==> src/hw/rtl/fpec_pkg.sv <==
// Package with the shared constants, types and codes of the flash program/erase controller.
package fpec_pkg;

  localparam int ARRAY_WORDS     = 1024;
  localparam int PAGE_WORDS      = 32;
  localparam int HALF_PAGE_WORDS = 16;

  localparam int ADDR_W = $clog2(ARRAY_WORDS);
  localparam int PAGE_W = $clog2(PAGE_WORDS);
  localparam int HP_W   = $clog2(HALF_PAGE_WORDS);
  localparam int FILL_W = HP_W + 1;
  localparam int DATA_W = 32;
  localparam int TICK_W = 16;
  localparam int CFG_IDX_W = 8;
  localparam int QUEUE_DEPTH = 2;

  localparam logic [DATA_W-1:0] KEY_UNLOCK_A = 32'h89AB_CDEF;
  localparam logic [DATA_W-1:0] KEY_UNLOCK_B = 32'h0203_0405;
  localparam logic [DATA_W-1:0] KEY_PROG_A   = 32'h8C9D_AEBF;
  localparam logic [DATA_W-1:0] KEY_PROG_B   = 32'h1314_1516;

  localparam logic [TICK_W-1:0] ERASE_TICKS_RESET   = 16'd100;
  localparam logic [TICK_W-1:0] PROGRAM_TICKS_RESET = 16'd20;

  // Function codes of the request word.
  localparam logic [2:0] FUNC_REG_READ  = 3'd0;
  localparam logic [2:0] FUNC_REG_WRITE = 3'd1;
  localparam logic [2:0] FUNC_MEM_READ  = 3'd2;
  localparam logic [2:0] FUNC_MEM_WRITE = 3'd3;
  localparam logic [2:0] FUNC_TICK      = 3'd4;

  // Register selects.
  localparam logic [1:0] SEL_CTRL   = 2'd0;
  localparam logic [1:0] SEL_UNLOCK = 2'd1;
  localparam logic [1:0] SEL_PKEY   = 2'd2;
  localparam logic [1:0] SEL_STATUS = 2'd3;

  // Configuration register indexes.
  localparam logic [CFG_IDX_W-1:0] CFG_ERASE_TICKS   = 8'd0;
  localparam logic [CFG_IDX_W-1:0] CFG_PROGRAM_TICKS = 8'd1;

  typedef enum logic [2:0] {
    OP_REG_READ, OP_REG_WRITE, OP_MEM_READ, OP_MEM_WRITE, OP_TICK, OP_NOP
  } op_t;

  typedef enum logic [2:0] {
    S_CLEAR, S_IDLE, S_MEM_RD, S_ERASE, S_WORD_WR, S_HP_RD, S_HP_WR, S_DONE
  } state_t;

  typedef struct packed {
    logic              prog;
    logic              erase;
    logic              fprg;
    logic              eopie;
    logic              errie;
  } mode_t;

  typedef struct packed {
    logic              eop;
    logic              wrperr;
    logic              pgaerr;
  } flags_t;

  typedef struct packed {
    op_t               op;
    logic [1:0]        sel;
    logic [ADDR_W-1:0] addr;
    logic [DATA_W-1:0] data;
  } item_t;

  // Head of the queue as seen by the back end.
  typedef struct packed {
    logic  valid;
    item_t item;
  } queue_head_t;

endpackage

==> src/hw/rtl/fpec_req_if.sv <==
// Request channel interface carrying one access word.
interface fpec_req_if;
  logic        valid;
  logic        ready;
  logic [2:0]  func;
  logic [1:0]  reg_sel;
  logic [9:0]  word_addr;
  logic [31:0] wdata;

  modport source (output valid, func, reg_sel, word_addr, wdata, input ready);
  modport sink (input valid, func, reg_sel, word_addr, wdata, output ready);
endinterface

==> src/hw/rtl/fpec_front.sv <==
// Front end: accepts request words, decodes them and queues them for the back end.
module fpec_front (
  input  logic                  clk,
  input  logic                  rst,
  fpec_req_if.sink              req,
  input  logic                  pop,
  output fpec_pkg::queue_head_t head
);
  import fpec_pkg::*;

  item_t      slots [QUEUE_DEPTH];
  logic       wptr;
  logic       rptr;
  logic [1:0] count;
  item_t      decoded;
  logic       push;

  // Classify the function code into an operation.
  always_comb begin
    case (req.func)
      FUNC_REG_READ:  decoded.op = OP_REG_READ;
      FUNC_REG_WRITE: decoded.op = OP_REG_WRITE;
      FUNC_MEM_READ:  decoded.op = OP_MEM_READ;
      FUNC_MEM_WRITE: decoded.op = OP_MEM_WRITE;
      FUNC_TICK:      decoded.op = OP_TICK;
      default:        decoded.op = OP_NOP;
    endcase
    decoded.sel  = req.reg_sel;
    decoded.addr = req.word_addr[ADDR_W-1:0];
    decoded.data = req.wdata;
  end

  assign req.ready  = (count != 2'(QUEUE_DEPTH));
  assign push       = req.valid && req.ready;
  assign head.valid = (count != 2'd0);
  assign head.item  = slots[rptr];

  // Two-entry queue between the front and back ends.
  always_ff @(posedge clk) begin
    if (push) begin
      slots[wptr] <= decoded;
    end
    if (rst) begin
      wptr  <= 1'b0;
      rptr  <= 1'b0;
      count <= 2'd0;
    end else begin
      if (push) begin
        wptr <= ~wptr;
      end
      if (pop) begin
        rptr <= ~rptr;
      end
      count <= count + 2'(push) - 2'(pop);
    end
  end
endmodule

==> src/flat_wrapper.sv <==
// flat-port wrapper written by rule: the top's interface ports become plain ports
module fpec_front_flat import fpec_pkg::*;
  (clk, rst, pop, head, req_valid, req_func, req_reg_sel, req_word_addr, req_wdata, req_ready);
  fpec_req_if req_i ();
  input  logic clk;
  input  logic rst;
  input  logic pop;
  output fpec_pkg::queue_head_t head;
  input wire logic [$bits(req_i.valid)-1:0] req_valid;
  input wire logic [$bits(req_i.func)-1:0] req_func;
  input wire logic [$bits(req_i.reg_sel)-1:0] req_reg_sel;
  input wire logic [$bits(req_i.word_addr)-1:0] req_word_addr;
  input wire logic [$bits(req_i.wdata)-1:0] req_wdata;
  output wire logic [$bits(req_i.ready)-1:0] req_ready;
  assign req_i.valid = req_valid;
  assign req_i.func = req_func;
  assign req_i.reg_sel = req_reg_sel;
  assign req_i.word_addr = req_word_addr;
  assign req_i.wdata = req_wdata;
  assign req_ready = req_i.ready;
  fpec_front u_core (.clk(clk), .rst(rst), .req(req_i), .pop(pop), .head(head));
endmodule
==> config.mk <==
export PLATFORM = sky130hd
export DESIGN_NAME = fpec_front_flat
export DESIGN_NICKNAME = d
export VERILOG_FILES = /design/src/hw/rtl/fpec_pkg.sv /design/src/hw/rtl/fpec_req_if.sv /design/src/hw/rtl/fpec_front.sv /design/src/flat_wrapper.sv
export SDC_FILE = /design/constraint.sdc
export NUM_CORES = 1
export LEC_CHECK = 0
export ABC_AREA = 1
export BUFFER_PORTS_ARGS = -buffer_cell sky130_fd_sc_hd__buf_2
export CORE_MARGIN = 5
export CORE_UTILIZATION = 45
export DETAILED_ROUTE_END_ITERATION = 10
export GPL_TIMING_DRIVEN = 0
export PLACE_DENSITY = 0.79
export SLEW_MARGIN = 15
export SYNTH_ARGS = -nofsm -noshare
export SYNTH_HDL_FRONTEND = slang
export SYNTH_SLANG_ARGS = --single-unit
export TNS_END_PERCENT = 100
==> constraint.sdc <==
create_clock -name clk -period 9.5 [get_ports clk]
set_clock_uncertainty 0.1 [all_clocks]
set_input_delay 0.95 -clock clk [delete_from_list [all_inputs] [get_ports clk]]
set_output_delay 0.95 -clock clk [all_outputs]
set_load 0.02 [all_outputs]
-- Yosys cells after proc, flatten, opt, wreduce, memory -nomap -nowiden
Memory sizes are Yosys's and may differ from the RTL's. A register that Yosys moved wholly into a read port is not among the register bits.
Cells that the tools add are included.
- eq/ne operators: 5
- bitwise operators: 2
- reduce and logical (&&, ||, !) cells: 3
- $add $sub $neg: 2
- mux-type cells: 5
- operators by type and width (cell ; count):
    $pmux W3 S5 ; 1
    $eq A3 B2 Y1 const B ; 2
    $mux W1 ; 4
    $eq A3 B1 Y1 const B ; 1
    $eq A3 B3 Y1 const B ; 1
    $logic_not A3 Y1 ; 1
    $add A2 B1 Y2 ; 1
    $ne A2 B2 Y1 const B ; 1
    $not A1 Y1 ; 2
    $reduce_bool A2 Y1 ; 1
    $sub A2 B1 Y2 ; 1
    $logic_and A1 B1 Y1 ; 1
- memory bits (writable): 94
- output and inout port bits: 49
- bits in registers: 4
- memories kept: 1
- memory list (name ; words ; width ; rd ports ; clocked after memory_dff ; write ports ; RTL line ; text):
    u_core.slots ; 2 ; 47 ; 1 ; 1 ; 1 ; fpec_front.sv:11 ; item_t slots [QUEUE_DEPTH];

-- Longest topological paths before layout
Gate-level depths: netlist (run 1).
- depth after elaboration: 4
- mapped depth: 10

-- Least setup slack after synthesis (run 1)
Ideal clock, no wire load.
- kind: input to register
- start: input req_valid
- end: memory u_core.slots[0][0] in the netlist's numbering (enable)
- cell stages on the path: 2
- setup time: 0.452 ns
- slack: 5.951 ns
- path buffers: 0
- arrival time: 2.997 ns
- path through: nand2_1 > nor2_1
- longest elaborated chain between the ends: 3
- RTL lines (what ; RTL line ; text):
    from (decl) ; flat_wrapper.sv:9 ; input wire logic [$bits(req_i.valid)-1:0] req_valid;
    $logic_and A1 B1 Y1 ; fpec_front.sv:34 ; assign push = req.valid && req.ready;
    $mux W1 ; fpec_front.sv:40 ; if (push) begin
    $mux W1 (not written as such) ; fpec_front.sv:41 ; slots[wptr] <= decoded;
    to (decl) ; fpec_front.sv:11 ;
Every way passes these cells.

==> impl_metrics.ini, run 1 <==
[floorplan]
rows = 33
dieArea_mm2 = 0.01031
die_y_um = 101.5
initial_utilization = 0.4611
die_x_um = 101.5
core_mm2 = 0.008175
io_pins = 100

[global_route]
grt_util_all_layers = 0.1324
grt_max_degree = 34
grt_overflow = 0
grt_pass1_wl_mm = 10.16
grt_antenna_before_repair = 0
met1_usage = 0.1421
globalRouteMet2Util = 0.2455
met3_usage = 0.03512
top_usage_layer = met2
grt_pass1_vias = 2156

[timing]
max_freq_mhz = 386.3
slew_violations = 0
slew-limit-headroom = 0.5151
fin_crit_sh = 0.2725
hold_violations = 0
rsz0062_at_grt = no
worst_pin_slew_ns = 0.7257
setup_ws_ns = 6.911
period_minus_slack_ns = 2.589
tns_ns = 0
hold_ws_ns = 0.4224
setup_violations = 0

[run]
drv_cap = 0

[detailed_routing]
detail_route.vias_per_cell = 4.800
routed_wl_mm = 6.418
route.vias.total = 1949
drt_iter0_markers = 79
drc_errors = 0
wl_per_cell_um = 15.81
first_pass_iters = 4
ant_nets = 0

[hold_path]
hp-class = reg -> reg
worstHoldStart = u_core.rptr$_SDFFE_PP0P_
hold_depth = 2

[worst_setup_path]
rrSetupSlack_ns = 7.62
start_kind = flop
cp-end-kind = output port
rr_startpoint = u_core.count[0]$_SDFF_PP0_
reg2regPathDepth = 5
critPathRequiredTime_ns = 8.45
crit_type = reg -> out
cp.arrival_ns = 1.54
crit_path_max_fanout = 10

[power_and_ir_drop]
power_switching_uw = 251.3
pwr-share-comb = 0.199
p_int_uw = 701.0
p_sw_frac = 0.2639
finalPower_uw = 952.3
clkPwrFrac = 0.236
seqPwrFrac = 0.564
power_per_cell_area_mw_per_mm2 = 206.8
vdd_drop_max_mv = 0.1007
p_leak_uw = 0.001824

[yosys]
yosysTopAreaCell = edfxtp_1
syn_nets = 237
syn_avg_cell_area_um2 = 20.49
ys_warn_count = 0
yosysSeqAreaShare = 0.7753
synth_top_area_frac = 0.7488
ys_top_cells_by_area = edfxtp_1 (75%), mux2_4 (12%), mux2_2 (5.1%)
ys_seq_elements = 99
synthCells = 184
synth_area_mm2 = 0.003770
ys_types = 15

[cts]
cts_resized = 0
htreeDepth = 3
clock_latency_ns = 0.34
root_buffer = clkbuf_8
numCtsBuffers = 9
ctsLongestPathBuffers = 2
post_cts_buffers = 0
cts_tree = done
clkSlewWorstSetupHoldPaths_ns = 0.08
cts_num_sinks = 99
cts_hold_buf = 0

[place]
gp_congestion = 0.6718
dp_slack_ns = 7.038
post-dp-hpwl_mm = 4.529
io_buffers = 99

[finish]
num_antenna_cells = 0
nets = 349
drive_gt1_frac = 0.5548
area_growth_pct = 22.17

[outcome]
outcome = completed
-- power groups by stage --
stage	Combinational (uW)	Sequential [uW]	Clock, uW
final	190	537	225
after global placement	182	549	0
after floorplan	128	546	0
after detailed placement	193	548	0
after CTS	194	538	235
after global routing	205	542	255
-- layout make-up --
type                       instances  area, um^2
clock buffer                      11       131.4
inverter                          10       37.54
buffer                             6       53.80
clock inverter                     5       30.03
timing repair buffer             101       535.5
fill                             668        3570
sequential                        99        2923
tap                              105       131.4
multi-input combinational         69       763.2
-- through the flow --
| step | cells | util | instance area (um^2) |
|---|---|---|---|
| finish | 406 | 0.5634 | 4606 |
| global route | 406 | 0.5634 | 4606 |
| CTS | 406 | 0.5634 | 4606 |
| detailed placement | 390 | 0.5436 | 4444 |
| global placement | 388 | 0.5378 | 4397 |
| floorplan | 184 | - | 3770 |
-- cell families after synthesis --
logic type	share of synthesized area
fa+ha+maj	0.006637
simple gates	0.01660
compound gates	0.004647
xor+xnor	0.002324
buf+inv	0.02423
mux	0.1703
flops	0.7753
-- layout by cell type, fill, tap and decap left out, drive strengths merged --
cell type,Yosys,final
nor2,7,7
nand3,2,2
ha,2,2
inv,10,10
clkinv,0,2
nand2,7,7
xnor2,1,1
a21o,1,1
clkbuf,1,12
edfxtp,94,94
dfxtp,5,5
mux2,47,47
a21oi,2,2
clkinvlp,0,3
buf,5,106
-- worst max-delay path, stage by stage (launching register included) --
cell and delay, ns:
dfxtp_1 0.34, buf_6 0.18, buf_6 0.20, mux2_4 0.31, buf_2 0.16
-- final timing paths --
path / end
max: head[18]
min reg2reg: flop
max reg2reg: u_core.slots[0][25]$_DFFE_PP_
min: flop
-- flip-flops by register name (all words and copies together) (netlist names), named ones only --
name and count:
u_core.count 2, u_core.rptr 1, u_core.slots 94, u_core.wptr 1
-- routing by layer --
| layer | vias to the layer above | routed length (um) |
|---|---|---|
| met2 | 63 | 3652 |
| li1 | 915 | - |
| met1 | 967 | 2345 |
| met4 | 0 | 45 |
| met5 | - | 0 |
| met3 | 4 | 374 |
-- cell usage after synthesis (all sizes together) --
cell type  number
a21o            1
a21oi           2
buf             5
clkbuf          1
dfxtp           5
edfxtp         94
ha              2
inv            10
mux2           47
nand2           7
nand3           2
nor2            7
xnor2           1
Power figures use the tool's default switching activity.
==> run 2, diff against run 1 <==
Settings changed: PLACE_DENSITY 0.79 to 0.82.
Clock period 9.5 ns to 2.2 ns, I/O delays scaled along.
==> run 2 against run 1 <==
Compared with the run above: non-clock buffer count grew 45; worst hold slack lost 0.36 ns; global-route usage grew 0.76 points; register-to-register slack lost 7.3 ns; critical path depth grew 1; core utilization grew 5.6 points; setup slack lost 6.6 ns; critical endpoint is now u_core.slots[0][29]$_DFFE_PP_.
==> impl_metrics.ini, run 2 (synthesis gave the netlist of run 1 again) <==
[floorplan]
initial_utilization = 0.4611
die_x_um = 101.5
die_y_um = 101.5
rows = 33
dieArea_mm2 = 0.01031
io_pins = 100
core_mm2 = 0.008175

[power_and_ir_drop]
pwr-share-comb = 0.210
seqPwrFrac = 0.554
p_leak_uw = 0.002022
p_sw_frac = 0.2640
power_per_cell_area_mw_per_mm2 = 828.3
vdd_drop_max_mv = 0.7121
p_int_uw = 3087
power_switching_uw = 1107
clkPwrFrac = 0.236
finalPower_uw = 4194

[detailed_routing]
drt_iter0_markers = 40
ant_nets = 0
detail_route.vias_per_cell = 4.588
wl_per_cell_um = 15.10
route.vias.total = 2069
routed_wl_mm = 6.808
drc_errors = 0
first_pass_iters = 4

[timing]
hold_ws_ns = 0.06509
setup_violations = 0
rsz0062_at_grt = no
slew-limit-headroom = 0.5255
slew_violations = 0
worst_pin_slew_ns = 0.7101
fin_crit_sh = 0.8553
hold_violations = 0
period_minus_slack_ns = 1.882
max_freq_mhz = 531.4

[global_route]
grt_overflow = 0
grt_antenna_before_repair = 0
grt_max_degree = 26
grt_pass1_wl_mm = 10.88
grt_pass1_vias = 2334
grt_util_all_layers = 0.1400

[cts]
numCtsBuffers = 9
ctsLongestPathBuffers = 2
cts_hold_buf = 45
htreeDepth = 3
clkSlewWorstSetupHoldPaths_ns = 0.09
post_cts_buffers = 0
cts_resized = 0
root_buffer = clkbuf_8
cts_tree = done
cts_num_sinks = 99
clock_latency_ns = 0.33

[worst_setup_path]
worst-path-buf-inv = 2
slowest_delay_ns = 0.56
crit_path_max_fanout = 25
path_cells = inv_1, nand2_1, nand2_1, nor2_4, buf_12
worst_path_max_delay_cell = nor2_4
crit_family = simple AND/OR/NAND/NOR gates
cp-end-kind = flop
cp.arrival_ns = 1.82
crit_type = reg -> reg
critPathRequiredTime_ns = 2.14
start_kind = flop
crit_top_cell = nand2_1

[finish]
nets = 394
final_cell_mix = buf_2 (100), edfxtp_1 (94), dlygate4sd3_1 (45)
largest_register = u_core.slots
area_growth_pct = 34.32
reg_top3 = u_core.slots (94), u_core.count (2)
layout_commonest_cell = buf_2
finalInstanceArea_mm2 = 0.005064
largest_reg_flops = 94
num_antenna_cells = 0
instances_no_fill = 451
drive_gt1_frac = 0.4884

[place]
io_buffers = 99
post-dp-hpwl_mm = 4.478
placed_cells = 390
place_area_mm2 = 0.004444
gp_congestion = 0.6988

[outcome]
outcome = completed

[hold_path]
hp-class = in -> reg

[run]
drv_cap = 0
==> run 2: cell count changes in the layout (fill, tap and decap cells not counted), sizes merged <==
cell         change
dlygate4sd3     +45
clkbuf           -1
inv              +1
clkinvlp         -1
clkinv           +1
==> run 2: metal layers <==
metal / global-route usage / routed length [um]
met3: 0.03099 / 334
met1: 0.1516 / 2548
met5: 0 / 0
met2: 0.2656 / 3883
met4: 0.05010 / 41
==> run 2: layout make-up <==
class                           count  area (um^2)
Tap cell                          105        131.4
Clock buffer                       10        127.6
Buffer                              6        53.80
Fill cell                         600         3112
Timing Repair Buffer              146        985.9
Inverter                           10        37.54
Sequential cell                    99         2923
Multi-Input combinational cell     69        763.2
Clock inverter                      6        41.29
==> run 2: stage by stage <==
stage / setup WS, ns / TNS (ns) / utilization
after floorplan: 0.08421 / 0 / -
after global placement: -0.2513 / -11.70 / 0.5387
after detailed placement: 0.3409 / 0 / 0.5436
after CTS: 0.2817 / 0 / 0.6194
after global routing: 0.1899 / 0 / 0.6194
final: 0.3183 / 0 / 0.6194
==> run 2: final timing paths <==
| path | from | end | slack, ns | cells after the start |
|---|---|---|---|---|
| hold reg to reg | u_core.rptr$_SDFFE_PP0P_ | u_core.rptr$_SDFFE_PP0P_ | 0.45 | 2 |
| setup reg to reg | u_core.count[0]$_SDFF_PP0_ | u_core.slots[0][29]$_DFFE_PP_ | 0.32 | 5 |
| hold / removal | req_func[0] | u_core.slots[0][44]$_DFFE_PP_ | 0.07 | 2 |
| setup / recovery | u_core.count[0]$_SDFF_PP0_ | u_core.slots[0][29]$_DFFE_PP_ | 0.32 | 5 |
==> run 2: power groups by stage <==
stage	Clock (uW)	Sequential [uW]	Combinational [uW]
global placement	0	2360	788
finish	989	2320	883
floorplan	0	2350	554
CTS	1030	2320	895
detailed placement	0	2370	832
global route	1120	2340	953
